## src/hdl/quaternion_to_euler_angles_unit_assert.svh

```systemverilog
// Assertion macros for the quaternion to Euler angle unit.
// Each macro expects clk_i and rst_ni in the scope of the use.
`ifndef QUATERNION_TO_EULER_ANGLES_UNIT_ASSERT_SVH
`define QUATERNION_TO_EULER_ANGLES_UNIT_ASSERT_SVH

`ifndef ASSERT_OFF
// same-cycle implication
`define Q2E_ASSERT_IMP(lbl, ante, cons, msg) \
  lbl: assert property (@(posedge clk_i) disable iff (!rst_ni) (ante) |-> (cons)) \
    else $error(msg);
// next-cycle implication
`define Q2E_ASSERT_NXT(lbl, ante, cons, msg) \
  lbl: assert property (@(posedge clk_i) disable iff (!rst_ni) (ante) |=> (cons)) \
    else $error(msg);
`else
`define Q2E_ASSERT_IMP(lbl, ante, cons, msg)
`define Q2E_ASSERT_NXT(lbl, ante, cons, msg)
`endif

`endif

```

## src/hdl/q2e_pkg.sv

```systemverilog
package q2e_pkg;

  localparam int unsigned DataWidthDef    = 16;
  localparam int unsigned CordicStagesDef = 16;
  localparam int unsigned ProdWidth       = 32;  // Q2.30 products
  localparam int unsigned VecWidth        = 36;  // CORDIC vector components
  localparam int unsigned SqrtBits        = 31;  // root bits of a 61-bit radicand
  localparam int unsigned RemWidth        = 61;
  localparam logic [15:0] TolReset        = 16'd1;

  typedef enum logic [1:0] {
    GC_NORMAL = 2'd0,
    GC_POS    = 2'd1,
    GC_NEG    = 2'd2
  } gimbal_e;

  typedef struct packed {
    logic signed [VecWidth-1:0] x;
    logic signed [VecWidth-1:0] y;
    logic [31:0]                z;
  } vec_t;

  typedef struct packed {
    logic    sat_pos;
    logic    sat_neg;
    logic    roll_zero;
    logic    yaw_zero;
    gimbal_e gcase;
  } flags_t;

  // item in the square root chain
  typedef struct packed {
    logic [RemWidth-1:0]        rem;
    logic [SqrtBits-1:0]        root;
    logic signed [VecWidth-1:0] s;
    vec_t                       roll;
    vec_t                       yaw;
    flags_t                     flags;
  } sq_item_t;

  // item in the CORDIC chain
  typedef struct packed {
    vec_t   roll;
    vec_t   yaw;
    vec_t   pitch;
    flags_t flags;
  } cr_item_t;

  localparam logic [31:0] ATAN_TABLE [32] = '{
    32'd536870912, 32'd316933406, 32'd167458907, 32'd85004756, 32'd42667331,
    32'd21354465, 32'd10679838, 32'd5340245, 32'd2670163, 32'd1335087,
    32'd667544, 32'd333772, 32'd166886, 32'd83443, 32'd41722, 32'd20861,
    32'd10430, 32'd5215, 32'd2608, 32'd1304, 32'd652, 32'd326, 32'd163,
    32'd81, 32'd41, 32'd20, 32'd10, 32'd5, 32'd3, 32'd1, 32'd1, 32'd0
  };

  // turn a vector into the right half plane
  function automatic vec_t cordic_prerot(vec_t v);
    vec_t r;
    r = v;
    r.z = 32'h0000_0000;
    if (v.x[VecWidth-1]) begin
      if (!v.y[VecWidth-1]) begin
        r.x = v.y;
        r.y = -v.x;
        r.z = 32'h4000_0000;
      end else begin
        r.x = -v.y;
        r.y = v.x;
        r.z = 32'hC000_0000;
      end
    end
    return r;
  endfunction

  // one vectoring micro-rotation
  function automatic vec_t cordic_step(vec_t v, int unsigned sh, logic [31:0] ang);
    vec_t r;
    logic signed [VecWidth-1:0] dx;
    logic signed [VecWidth-1:0] dy;
    dx = v.y >>> sh;
    dy = v.x >>> sh;
    if (!v.y[VecWidth-1]) begin
      r.x = v.x + dx;
      r.y = v.y - dy;
      r.z = v.z + ang;
    end else begin
      r.x = v.x - dx;
      r.y = v.y + dy;
      r.z = v.z - ang;
    end
    return r;
  endfunction

  // round a 32-bit angle to a 16-bit binary angle
  function automatic logic [15:0] round_angle(logic [31:0] z);
    logic [31:0] t;
    t = z + 32'h0000_8000;
    return t[31:16];
  endfunction

endpackage

```

## src/hdl/q2e_cordic_cell.sv

```systemverilog
module q2e_cordic_cell #(
  parameter int unsigned STAGE = 0
) (
  input  logic              clk_i,
  input  logic              rst_ni,
  input  logic              valid_i,
  output logic              ready_o,
  input  q2e_pkg::cr_item_t data_i,
  output logic              valid_o,
  input  logic              ready_i,
  output q2e_pkg::cr_item_t data_o
);
  import q2e_pkg::*;

  logic        v_q;
  logic [31:0] ang;
  cr_item_t    d_d;

  assign ready_o = !v_q || ready_i;
  assign valid_o = v_q;
  assign ang     = ATAN_TABLE[5'(STAGE)];

  // the same micro-rotation on all three vectors
  always_comb begin
    d_d       = data_i;
    d_d.roll  = cordic_step(data_i.roll, STAGE, ang);
    d_d.yaw   = cordic_step(data_i.yaw, STAGE, ang);
    d_d.pitch = cordic_step(data_i.pitch, STAGE, ang);
  end

  always_ff @(posedge clk_i or negedge rst_ni) begin
    if (!rst_ni) begin
      v_q <= 1'b0;
    end else if (ready_o) begin
      v_q <= valid_i;
    end
  end

  always_ff @(posedge clk_i) begin
    if (ready_o && valid_i) begin
      data_o <= d_d;
    end
  end

endmodule

```

## config.mk

```make
export PLATFORM = sky130hd
export DESIGN_NAME = q2e_cordic_cell
export DESIGN_NICKNAME = d
export VERILOG_FILES = /design/src/hdl/quaternion_to_euler_angles_unit_assert.svh /design/src/hdl/q2e_pkg.sv /design/src/hdl/q2e_cordic_cell.sv
export SDC_FILE = /design/constraint.sdc
export NUM_CORES = 1
export LEC_CHECK = 0
export BUFFER_PORTS_ARGS = -buffer_cell sky130_fd_sc_hd__buf_2
export CAP_MARGIN = 30
export CORE_AREA = 2 2 246 248
export CTS_CLUSTER_DIAMETER = 40
export DETAILED_ROUTE_END_ITERATION = 10
export DIE_AREA = 0 0 248 250
export PLACE_DENSITY = 0.75
export SETUP_SLACK_MARGIN = 0.1
export SYNTH_ARGS = -nofsm -noshare
export SYNTH_HDL_FRONTEND = slang
export SYNTH_SLANG_ARGS = --single-unit
```

## constraint.sdc

```tcl
create_clock -name clk_i -period 8 [get_ports clk_i]
set_input_delay 0.4 -clock clk_i [delete_from_list [all_inputs] [get_ports clk_i]]
set_output_delay 0.4 -clock clk_i [all_outputs]
set_load 0.005 [all_outputs]
```

After elaboration in Yosys (flattened, before gate mapping)

Cells that the tools add are included.

Input bits: 322
Word-level logic and storage cells: 36
Register bits after elaboration: 319
Output and inout port bits: 320

Add/subtract/negate cells: 15
Reduce and logical (&&, ||, !) cells: 3
Multiplexer cells: 3

Operator list:

| kind                                                                  | number |
|---|---|
| 104-bit 2-to-1 mux                                                    | 3 |
| 36-bit subtractor                                                     | 6 |
| 36-bit adder                                                          | 3 |
| 32-bit by 30-bit adder with 32-bit output, second input constant      | 3 |
| 32-bit by 30-bit subtractor with 32-bit output, second input constant | 3 |
| 1-bit logical AND                                                     | 1 |
| 1-bit zero test                                                       | 1 |
| 1-bit logical OR                                                      | 1 |

Logic depth before layout (Yosys ltp)

Depth in word-level cells: 3
Gate-level depth with buffers: 13
Depth with buffers taken out: 12

Worst setup path before layout

Ideal clock, no wire load.

Path kind: input to register
Start: in ready_i
End: reg data_o[0] (netlist name), enable pin
Buffers on the path: 0
Library setup time: 0.718 ns
Cell stages on the path: 2
Slack: -0.432 ns
Arrival time: 7.713 ns
Data required time: 7.282 ns
Cell sequence: nand2b_1 and2_1

Word-level cells in the longest chain between the ends: 2

RTL lines:

| item                 | line                  | RTL |
|---|---|---|
| start, declared      | q2e_cordic_cell.sv:10 | `input logic ready_i,` |
| 1-bit logical OR     | q2e_cordic_cell.sv:19 | `assign ready_o = !v_q \|\| ready_i;` |
| 1-bit logical AND    | q2e_cordic_cell.sv:40 | `if (ready_o && valid_i) begin` |
| end signal, assigned | q2e_cordic_cell.sv:41 | `data_o <= d_d;` |
| end, declared        | q2e_cordic_cell.sv:11 | `output q2e_pkg::cr_item_t data_o` |

Every way passes these cells.
A chain may end at the register's enable or synchronous reset.

==> flow_summary.json <==
{
  "dr.first_iter.drc_count": 2856,
  "clkSlewWorstSetupHoldPaths_ns": 0.06,
  "nFillCells": 5214,
  "io_buffer_count": 641,
  "power_switching_mw": 2.29,
  "setup_viol": 0,
  "crit_type": "in -> reg",
  "path_max_fanout": 12,
  "cp-start-kind": "input pin",
  "synthTopCellsByArea": "edfxtp_1 (33%), ha_1 (14%), a21oi_1 (6.2%), xnor2_1 (5.7%), inv_1 (4.4%)",
  "htree_levels": 2,
  "p_per_area_nw_per_um2": 189,
  "grtUsageMet1_pct": 40.4,
  "postRouteAntennaNets": 0,
  "root_buffer": "clkbuf_16",
  "path_cells": "buf_2, inv_1, ha_1, nor4_1, a221oi_1, o21ai_0, a21oi_1, o21ai_0, a311oi_1, o41a_1, a2bb2oi_1, xnor2_1",
  "power_frac_comb_pct": 30.3,
  "p_seq_share_pct": 32.2,
  "viasPerCell": 5.88,
  "finalClockSkew_ns": 0.0142,
  "internal_power_mw": 4.33,
  "syn_nets": 3858,
  "worst_slew_pin_slew_ns": 0.998,
  "post_cts_buffers": 0,
  "synth_area_leader_cell": "edfxtp_1",
  "leakage_nw": 15.6,
  "grtUsageTotal_pct": 31.8,
  "max_freq_ghz": 0.295,
  "vias": 27600,
  "clockPowerShare_pct": 37.5,
  "avgRoutedWirePerCell_um": 21.8,
  "numCtsBuffers": 56,
  "synth.avg_cell_area_um2": 8.86,
  "ctsResizeCount": 0,
  "syn_area_um2": 28300,
  "die_y_um": 250,
  "dp.cells": 4486,
  "use_met2_pct": 51.4,
  "fin_crit_sh_pct": 42.4,
  "start_util_pct": 47.6,
  "tns_ns": 0,
  "gr-max-usage-layer": "met2",
  "outcome": "completed",
  "maxSlewHeadroom_pct": 33.5,
  "layout.nets": 4517,
  "required_ns": 8.38,
  "die_area_um2": 62000,
  "gp_congestion": 1.01,
  "final_util_pct": 58.7,
  "crit_arrival_ns": 3.77,
  "report.final.hold_viol_count": 0,
  "die_width_um": 248,
  "finalNonFillerCells": 4701,
  "ys.warnings.count": 0,
  "rsz0062_at_grt": "no",
  "worst_path_largest_cell_delay_ns": 0.66,
  "drv_cap": 0,
  "synth_seq_cells": 316,
  "grt_start_max_net_pins": 160,
  "cpMostUsedCell": "o21ai_0",
  "grt_pass1_wl_mm": 153,
  "area_delta_synth_final_pct": 23.4,
  "grt_overflow": 0,
  "drv_slew": 0,
  "sw_frac_of_total_pct": 34.6,
  "dp_hpwl_mm": 80.4,
  "ir_worst_vdd_v": 0.000194,
  "core_area_um2": 59600,
  "clock_sinks": 316,
  "end_kind": "register",
  "synth_cell_types": 92,
  "critPathTopFamily": "compound AO/OA/AOI/OAI gates",
  "syn_inst": 3197,
  "worst-path-buf-inv": 2,
  "std_cell_rows": 90,
  "dr.pass1.iters": 6,
  "yosysTopAreaCellShare_pct": 33.4,
  "period_minus_slack_ns": 3.40,
  "synth-edff-count": 315,
  "drive_gt1_share_pct": 20.8,
  "drc_errors": 0,
  "cts_buffer_depth": 3,
  "clk_latency_ns": 0.62,
  "ys_async_sr_fraction_pct": 0.316,
  "hold_class": "in -> reg",
  "wirelength_mm": 103,
  "slowest_stage": "a311oi_1",
  "synth-main-ff-cell": "edfxtp_1",
  "grt_use_met3_pct": 6.73,
  "cts_tree": "done",
  "antenna_found_initial": 23,
  "yosysSeqAreaShare_pct": 33.5,
  "pin_count": 642,
  "grt_pass1_vias": 26500
}
area by class of cell:
cell class                 instances  area (um^2)  area share [%]
multi-input combinational       2391        17000            48.5
sequential                       316         9480            27.1
timing repair buffer             746         4240            12.1
clock buffer                      63         1450            4.14
inverter                         345         1290            3.70
tap                              782          978            2.80
clock inverter                    43          526            1.50
antenna                           15         37.5           0.107
layer usage:
layer	wire length, um	part of all wire, %	vias up
met2	47100	46	1592
met5	97	0.095	-
li1	-	-	12800
met1	40000	39	12900
met3	10300	10	305
met4	5030	4.9	16
sequential cells by signal (all words and copies together), names as in the netlist:
signal   count
data_o     315
valid_o      1
cell usage after synthesis (51+ instances only):
cell and n:
o21bai_1 75, edfxtp_1 315, o21ai_0 226, nand2_1 157, inv_1 333, mux2i_1 57
xnor2_1 183, ha_1 327, nand3_1 51, nor2_1 251, clkbuf_1 88, nor3_1 55
a21oi_1 352, a21o_1 76
logic make-up after synthesis:
logic type | count (synthesis) | synth area share, %
flops | 316 | 33.5
compound gates | 1044 | 23.6
xor+xnor | 206 | 6.37
mux | 59 | 2.09
buf+inv | 490 | 6.70
simple gates | 743 | 12.5
fa+ha+maj | 339 | 15.3
path summary, 6_finish.rpt:
kind | end | cells past startpoint | slack [ns] | start
worst max-delay path | data_o[71] | 12 | 4.60 | data_i[45]
worst min-delay path | data_o[113] | 1 | 0.07 | data_i[113]
worst max register to register | data_o[184] | 4 | 4.95 | valid_o
worst min register to register | valid_o | 2 | 0.63 | valid_o
max in group asynchronous | valid_o | 2 | 7.80 | rst_ni
min in group asynchronous | valid_o | 2 | 0.12 | rst_ni
through the flow:
step                      total power [mW]  worst slack (ns)  instance area (um^2)  hold slack [ns]
after floorplan                       3.37              3.14                 28300            0.104
after global routing                  6.91              4.54                 34900           0.0255
final                                 6.62              4.60                 35000           0.0702
after CTS                             6.61              4.84                 34900           0.0176
after detailed placement              4.07              4.17                 32000            0.179
after global placement                4.06              4.23                 32000            0.175
placed cells by master, fill, tap and decap left out, types with 10 or more instances in the layout:
cell and instances:
fa_1 12, edfxtp_1 315, nor2_1 251, and3_1 12, a21oi_1 352, dlygate4sd3_1 94, a21o_1 76, xnor2_1 183
or3_1 23, o21ai_0 226, a2111oi_0 11, mux2i_1 57, nand2_1 157, o31ai_1 30, a311oi_1 12, o21a_1 20
o21bai_1 75, o211ai_1 27, o31a_1 13, ha_1 327, xor2_1 23, inv_6 12, a31oi_1 28, nand4_1 33
or2_2 20, nor4_1 20, and2_1 15, buf_4 10, nand3_1 51, inv_1 332, diode_2 15, clkinv_1 12
nand2b_1 33, nor2b_1 43, clkbuf_16 56, a221oi_1 14, nor3_1 55, buf_2 641, a211oi_1 28
power groups by stage:
stage	logic (mW)	registers (mW)	clock network, mW
2_1_floorplan	1.19	2.18	0
3_3_place_gp	1.90	2.16	0
3_5_place_dp	1.91	2.16	0
4_1_cts	1.96	2.13	2.52
5_1_grt	2.17	2.15	2.60
6_report	2.00	2.13	2.49
timing repair:
action	in CTS	in global routing
endpoints found under the hold margin	94	0
endpoints found under the setup margin	0	0
hold buffers	94	0
(Power assumes the default switching activity.)
