`src/hdl/quaternion_to_euler_angles_unit_assert.svh`:
```
// Assertion macros for the quaternion to Euler angle unit.
// Each macro expects clk_i and rst_ni in the scope of the use.
`ifndef QUATERNION_TO_EULER_ANGLES_UNIT_ASSERT_SVH
`define QUATERNION_TO_EULER_ANGLES_UNIT_ASSERT_SVH

`ifndef ASSERT_OFF
// same-cycle implication
`define Q2E_ASSERT_IMP(lbl, ante, cons, msg) \
  lbl: assert property (@(posedge clk_i) disable iff (!rst_ni) (ante) |-> (cons)) \
    else $error(msg);
// next-cycle implication
`define Q2E_ASSERT_NXT(lbl, ante, cons, msg) \
  lbl: assert property (@(posedge clk_i) disable iff (!rst_ni) (ante) |=> (cons)) \
    else $error(msg);
`else
`define Q2E_ASSERT_IMP(lbl, ante, cons, msg)
`define Q2E_ASSERT_NXT(lbl, ante, cons, msg)
`endif

`endif

```
`src/hdl/q2e_pkg.sv`:
```
package q2e_pkg;

  localparam int unsigned DataWidthDef    = 16;
  localparam int unsigned CordicStagesDef = 16;
  localparam int unsigned ProdWidth       = 32;  // Q2.30 products
  localparam int unsigned VecWidth        = 36;  // CORDIC vector components
  localparam int unsigned SqrtBits        = 31;  // root bits of a 61-bit radicand
  localparam int unsigned RemWidth        = 61;
  localparam logic [15:0] TolReset        = 16'd1;

  typedef enum logic [1:0] {
    GC_NORMAL = 2'd0,
    GC_POS    = 2'd1,
    GC_NEG    = 2'd2
  } gimbal_e;

  typedef struct packed {
    logic signed [VecWidth-1:0] x;
    logic signed [VecWidth-1:0] y;
    logic [31:0]                z;
  } vec_t;

  typedef struct packed {
    logic    sat_pos;
    logic    sat_neg;
    logic    roll_zero;
    logic    yaw_zero;
    gimbal_e gcase;
  } flags_t;

  // item in the square root chain
  typedef struct packed {
    logic [RemWidth-1:0]        rem;
    logic [SqrtBits-1:0]        root;
    logic signed [VecWidth-1:0] s;
    vec_t                       roll;
    vec_t                       yaw;
    flags_t                     flags;
  } sq_item_t;

  // item in the CORDIC chain
  typedef struct packed {
    vec_t   roll;
    vec_t   yaw;
    vec_t   pitch;
    flags_t flags;
  } cr_item_t;

  localparam logic [31:0] ATAN_TABLE [32] = '{
    32'd536870912, 32'd316933406, 32'd167458907, 32'd85004756, 32'd42667331,
    32'd21354465, 32'd10679838, 32'd5340245, 32'd2670163, 32'd1335087,
    32'd667544, 32'd333772, 32'd166886, 32'd83443, 32'd41722, 32'd20861,
    32'd10430, 32'd5215, 32'd2608, 32'd1304, 32'd652, 32'd326, 32'd163,
    32'd81, 32'd41, 32'd20, 32'd10, 32'd5, 32'd3, 32'd1, 32'd1, 32'd0
  };

  // turn a vector into the right half plane
  function automatic vec_t cordic_prerot(vec_t v);
    vec_t r;
    r = v;
    r.z = 32'h0000_0000;
    if (v.x[VecWidth-1]) begin
      if (!v.y[VecWidth-1]) begin
        r.x = v.y;
        r.y = -v.x;
        r.z = 32'h4000_0000;
      end else begin
        r.x = -v.y;
        r.y = v.x;
        r.z = 32'hC000_0000;
      end
    end
    return r;
  endfunction

  // one vectoring micro-rotation
  function automatic vec_t cordic_step(vec_t v, int unsigned sh, logic [31:0] ang);
    vec_t r;
    logic signed [VecWidth-1:0] dx;
    logic signed [VecWidth-1:0] dy;
    dx = v.y >>> sh;
    dy = v.x >>> sh;
    if (!v.y[VecWidth-1]) begin
      r.x = v.x + dx;
      r.y = v.y - dy;
      r.z = v.z + ang;
    end else begin
      r.x = v.x - dx;
      r.y = v.y + dy;
      r.z = v.z - ang;
    end
    return r;
  endfunction

  // round a 32-bit angle to a 16-bit binary angle
  function automatic logic [15:0] round_angle(logic [31:0] z);
    logic [31:0] t;
    t = z + 32'h0000_8000;
    return t[31:16];
  endfunction

endpackage

```
`src/hdl/q2e_sqrt_cell.sv`:
```
module q2e_sqrt_cell #(
  parameter int unsigned BIT = 0
) (
  input  logic              clk_i,
  input  logic              rst_ni,
  input  logic              valid_i,
  output logic              ready_o,
  input  q2e_pkg::sq_item_t data_i,
  output logic              valid_o,
  input  logic              ready_i,
  output q2e_pkg::sq_item_t data_o
);
  import q2e_pkg::*;

  logic              v_q;
  sq_item_t          d_d;
  logic [RemWidth:0] trial;

  assign ready_o = !v_q || ready_i;
  assign valid_o = v_q;

  // try one root bit: (2*root + 2^bit) * 2^bit against the remainder
  always_comb begin
    d_d   = data_i;
    trial = ((RemWidth+1)'(data_i.root) << (BIT + 1)) + ((RemWidth+1)'(1) << (2 * BIT));
    if ({1'b0, data_i.rem} >= trial) begin
      d_d.rem       = RemWidth'({1'b0, data_i.rem} - trial);
      d_d.root[BIT] = 1'b1;
    end
  end

  always_ff @(posedge clk_i or negedge rst_ni) begin
    if (!rst_ni) begin
      v_q <= 1'b0;
    end else if (ready_o) begin
      v_q <= valid_i;
    end
  end

  always_ff @(posedge clk_i) begin
    if (ready_o && valid_i) begin
      data_o <= d_d;
    end
  end

endmodule

```
`config.mk`:
```
export PLATFORM = sky130hd
export DESIGN_NAME = q2e_sqrt_cell
export DESIGN_NICKNAME = d
export VERILOG_FILES = /design/src/hdl/quaternion_to_euler_angles_unit_assert.svh /design/src/hdl/q2e_pkg.sv /design/src/hdl/q2e_sqrt_cell.sv
export SDC_FILE = /design/constraint.sdc
export NUM_CORES = 1
export LEC_CHECK = 0
export ABC_AREA = 1
export BUFFER_PORTS_ARGS = -buffer_cell sky130_fd_sc_hd__buf_4
export CORE_AREA = 2 2 268 270
export DETAILED_ROUTE_END_ITERATION = 16
export DIE_AREA = 0 0 270 272
export MAX_ROUTING_LAYER = met4
export SLEW_MARGIN = 20
export SYNTH_ARGS = -nofsm -noshare
export SYNTH_HDL_FRONTEND = slang
export SYNTH_SLANG_ARGS = --single-unit
```
`constraint.sdc`:
```
create_clock -name clk_i -period 16.5 [get_ports clk_i]
set_input_delay 0.825 -clock clk_i [delete_from_list [all_inputs] [get_ports clk_i]]
set_output_delay 0.825 -clock clk_i [all_outputs]
set_load 0.01 [all_outputs]
```
* After elaboration in Yosys (flattened, before gate mapping)
Cells that the tools add are included.
Cells by class: multiplexer cells 1, add/sub/neg operators 2, order comparisons 1, reduce and logical (&&, ||, !) cells 3
Operators by type and width (count):
- greater-or-equal comparator 61 x 33 -> 1 bit | 1
- 2-to-1 mux 61 bit | 1
- subtractor 61 x 33 -> 61 bit | 1
- adder 32 x 1 -> 33 bit, second input constant | 1
- logical AND 1 bit | 1
- zero test 1 bit | 1
- logical OR 1 bit | 1
Storage, ports and cells: output and inout port bits 344, register bits 343, logic and storage cells 23

* Logic depth before layout (Yosys ltp)
depth after elaboration 3, gate-level depth with buffers 16

* Worst setup path before layout
No wires, ideal clock.
path type input -> register, from input port valid_i, to register data_o[0] (netlist bit), enable pin, arrival 17250 ps, stages on the path 2, path buffers 0, setup slack -1910 ps, setup time 1160 ps, cell sequence inv_1 -> a21oi_1
On the way: cells in the longest elaborated chain, start to end 1
RTL lines:
- start: declaration | RTL line q2e_sqrt_cell.sv:6 | input logic valid_i,
- logical AND 1 bit | RTL line q2e_sqrt_cell.sv:41 | if (ready_o && valid_i) begin
- end signal: assignment | RTL line q2e_sqrt_cell.sv:42 | data_o <= d_d;
- end: declaration | RTL line q2e_sqrt_cell.sv:11 | output q2e_pkg::sq_item_t data_o
No other way between the ends. A chain may end at the register's enable or synchronous reset.

==> out/qor.tcl <==
set qor(critical_path.max_fanout) 51
set qor(grt_first_pass_wirelength_um) 105500
set qor(clk-insertion-delay-late_ps) 590
set qor(p_switching_w) 0.0006456
set qor(drt_wl_total_um) 80320
set qor(start_util_pct) 20.98
set qor(fmax_mhz) 287.6
set qor(gp_congestion) 0.9362
set qor(arrival_time_of_data_at_the_critical_path_endpoint_ps) 3900
set qor(setup.worst_path.start_class) {input port}
set qor(drt-initial-drc-count) 898
set qor(hold_start) {data_i[166]}
set qor(synth_seq_area_share_pct) 69.35
set qor(global_route.overflow_total) 0
set qor(detail_route.vias_per_cell) 4.111
set qor(p_leak_nw) 10.01
set qor(dieHeight_um) 272
set qor(n_fill_cell) 7392
set qor(final_layout_setup_total_negative_slack_ps) 0
set qor(ir_worst_vdd_v) 0.00006887
set qor(grt_setup_unrepaired) {no}
set qor(worst_slew_pin_slew_ps) 957.0
set qor(share_seq_of_total_power_pct) 43.8
set qor(required_ps) 16920
set qor(syn_area_per_cell_um2) 10.99
set qor(die_w_um) 270
set qor(fin_skew_ps) 18.19
set qor(p_total_w) 0.002386
set qor(number_of_hold_repair_buffers_added_at_the_cts_stage) 1
set qor(initial_drt_pass_iterations) 6
set qor(buffer_ports.inserted) 689
set qor(synth_seq_cells) 343
set qor(worst_slew_margin_rel_pct) 36.20
set qor(source_of_the_critical_timing_path) {data_i[279]}
set qor(setup_violations) 0
set qor(min_delay_worst_endpoint) {data_o[166]$_DFFE_PP_}
set qor(p_sw_share_pct) 27.05
set qor(reg2regPathDepth) 4
set qor(finalNonFillerCells) 3094
set qor(post_drt_wl_per_cell_um) 25.96
set qor(cts_made_buffers) 44
set qor(number_of_maximum_capacitance_constraint_violations) 0
set qor(cts_setup_buffers) 0
set qor(final_util_pct) 32.15
set qor(end_kind) {flip-flop}
set qor(gate_count_of_the_mapped_netlist) 1351
set qor(tritoncts) {yes}
set qor(internal_portion_of_total_power_w) 0.001741
set qor(placed_cells_incl_taps) 2986
set qor(status) {completed}
set qor(layout.nets) 2463
set qor(share_of_post_route_cells_with_drive_strength_above_1_pct) 36.84
set qor(grt_max_degree) 182
set qor(ys_async_sr_fraction_pct) 0.2915
set qor(num_rows) 98
set qor(overall_global_routing_resource_usage_pct) 21.76
set qor(pwr-share-clk_pct) 40.8
set qor(grt_pass1_vias) 12610
set qor(comb_power_share_pct) 15.4
set qor(boundaryPins) 690
set qor(clkTransAtPathRegs_ps) 60
set qor(final_period_minus_worst_setup_slack_ps) 3477
set qor(timing.final.max_slew_violations) 0
set qor(ys_types) 26
set qor(r2r-start) {valid_o$_DFFE_PN0N_}
set qor(min_delay_path_depth) 1
set qor(critical_path_class) {input port to flip-flop}
set qor(syn_nets) 1730
set qor(final_ant_viol_nets) 0
set qor(vias) 12720
set qor(place_worst_setup_slack_ps) 12450
set qor(die_area_mm2) 0.07344
set qor(cts_h_tree_depth) 2
set qor(holdCritPathClass) {input port to flip-flop}
set qor(synth.yosys.warnings) 0
set qor(layout_worst_path_cycle_share_pct) 21.07
set qor(top_reg_cell_synth) {sky130_fd_sc_hd__edfxtp_1}
set qor(drc) 0
set qor(core_area_mm2) 0.07075
set qor(ctsRootBufferMaster) {sky130_fd_sc_hd__clkbuf_16}
set qor(synth_edf_count) 342
set qor(final_hold_viol_count) 0
set qor(area_delta_synth_final_pct) 53.22
set qor(cts.path.max_buffers) 3
set qor(postLayoutSetupSlackWorst_ps) 13020
set qor(r2r_end) {data_o[111]$_DFFE_PP_}
set qor(cts.sink_count) 343
set qor(dp.final_hpwl_um) 67010
set qor(powerDensity_mw_per_mm2) 104.9
set qor(post_cts_resized) 0
set qor(initial_antenna_violation_count) 30
set qor(rrSetupSlack_ps) 13880
set qor(post_synth_instance_area_mm2) 0.01485
per-stage QoR:
step | cell area [µm²] | hold WS, ps
after floorplan | 14850 | 529.4
after global placement | 21220 | 566.0
after detailed placement | 21220 | 582.9
after CTS | 22660 | 371.8
after global routing | 22740 | 381.0
final | 22750 | 410.6
logic make-up after synthesis:
kind of cell               synth area share (%)
AOI/OAI and AO/OA                         2.925
adders and majority gates                 2.832
buffers and inverters                     5.731
and+or+nand+nor                           17.45
DFF                                       69.35
xor gates and xnor gates                  1.711
worst max-delay path by stage:
stage          depth (start not counted)  slack, ps                     to
3_3_place_gp                          13      12380  data_o[302]$_DFFE_PP_
4_1_cts                               13      13070  data_o[302]$_DFFE_PP_
2_1_floorplan                          2       5170    data_o[0]$_DFFE_PP_
3_5_place_dp                          12      12450  data_o[326]$_DFFE_PP_
6_report                              13      13020  data_o[302]$_DFFE_PP_
5_1_grt                               15      12780  data_o[302]$_DFFE_PP_
routing by layer:
| layer | share of wire [%] | up-vias | global-route usage [%] |
|---|---|---|---|
| li1 | - | 5967 | - |
| met1 | 37 | 6069 | 22.97 |
| met2 | 49 | 575 | 36.63 |
| met3 | 9.6 | 107 | 8.984 |
| met4 | 4.2 | 0 | 7.675 |
| met5 | 0 | - | - |
cell usage after synthesis (2+ instances only):
master	count	share of area (%)
sky130_fd_sc_hd__a21oi_1	48	1.6
sky130_fd_sc_hd__and2_1	2	0.084
sky130_fd_sc_hd__buf_2	8	0.27
sky130_fd_sc_hd__edfxtp_1	342	69
sky130_fd_sc_hd__ha_1	32	2.7
sky130_fd_sc_hd__inv_1	206	5.2
sky130_fd_sc_hd__inv_2	7	0.18
sky130_fd_sc_hd__nand2_1	422	11
sky130_fd_sc_hd__nand2_2	2	0.084
sky130_fd_sc_hd__nand3_1	54	1.8
sky130_fd_sc_hd__nand3_2	2	0.13
sky130_fd_sc_hd__nand3b_1	11	0.56
sky130_fd_sc_hd__nand4_1	8	0.34
sky130_fd_sc_hd__nor2_1	123	3.1
sky130_fd_sc_hd__nor2_2	4	0.17
sky130_fd_sc_hd__nor3_1	12	0.40
sky130_fd_sc_hd__nor4_1	2	0.084
sky130_fd_sc_hd__o21ai_0	3	0.10
sky130_fd_sc_hd__o21ai_1	25	0.84
sky130_fd_sc_hd__o21bai_1	5	0.25
sky130_fd_sc_hd__xnor2_1	21	1.2
sky130_fd_sc_hd__xor2_1	8	0.47
layout make-up:
type,instances,area [µm²],share of cell area [%]
sequential,343,10290,45.26
timing repair buffer,696,5260,23.13
multi-input combinational,786,3711,16.32
tap,950,1189,5.226
clock buffer,50,1124,4.940
inverter,213,799.5,3.515
clock inverter,32,307.8,1.353
antenna,24,60.06,0.2640
worst max-delay path: stages:
cell,delay [ps]
sky130_fd_sc_hd__buf_4,90
sky130_fd_sc_hd__inv_1,40
sky130_fd_sc_hd__ha_1,360
sky130_fd_sc_hd__a21oi_1,390
sky130_fd_sc_hd__o21ai_1,150
sky130_fd_sc_hd__inv_1,90
sky130_fd_sc_hd__nand2_1,60
sky130_fd_sc_hd__nor2_2,150
sky130_fd_sc_hd__nand3_2,120
sky130_fd_sc_hd__a21oi_4,640
sky130_fd_sc_hd__buf_4,620
sky130_fd_sc_hd__nand2_1,150
sky130_fd_sc_hd__nand2_1,170
power by group through the flow:
stage / clock (W) / combinational [W] / sequential, W
after floorplan: 0 / 0.000111 / 0.00110
after global placement: 0 / 0.000373 / 0.00106
after detailed placement: 0 / 0.000374 / 0.00106
after CTS: 0.00101 / 0.000375 / 0.00105
after global routing: 0.00103 / 0.000396 / 0.00105
final: 0.000973 / 0.000368 / 0.00104
layout by cell type (no fill, tap or decap), types with 6 or more instances in the layout:
cell,count
sky130_fd_sc_hd__nand3b_1,11
sky130_fd_sc_hd__nand3_1,54
sky130_fd_sc_hd__nand2_1,422
sky130_fd_sc_hd__clkinv_2,10
sky130_fd_sc_hd__edfxtp_1,342
sky130_fd_sc_hd__inv_2,7
sky130_fd_sc_hd__nor3_1,12
sky130_fd_sc_hd__clkbuf_1,6
sky130_fd_sc_hd__diode_2,24
sky130_fd_sc_hd__inv_1,206
sky130_fd_sc_hd__ha_1,32
sky130_fd_sc_hd__clkinv_1,7
sky130_fd_sc_hd__nand4_1,8
sky130_fd_sc_hd__xor2_1,8
sky130_fd_sc_hd__nor2_1,123
sky130_fd_sc_hd__o21ai_1,25
sky130_fd_sc_hd__clkbuf_16,44
sky130_fd_sc_hd__a21oi_1,47
sky130_fd_sc_hd__xnor2_1,21
sky130_fd_sc_hd__buf_4,693
state kept, by name, indices dropped and copies added, names as in the netlist:
register / cells
data_o: 342
valid_o: 1
(Power assumes the default switching activity.)
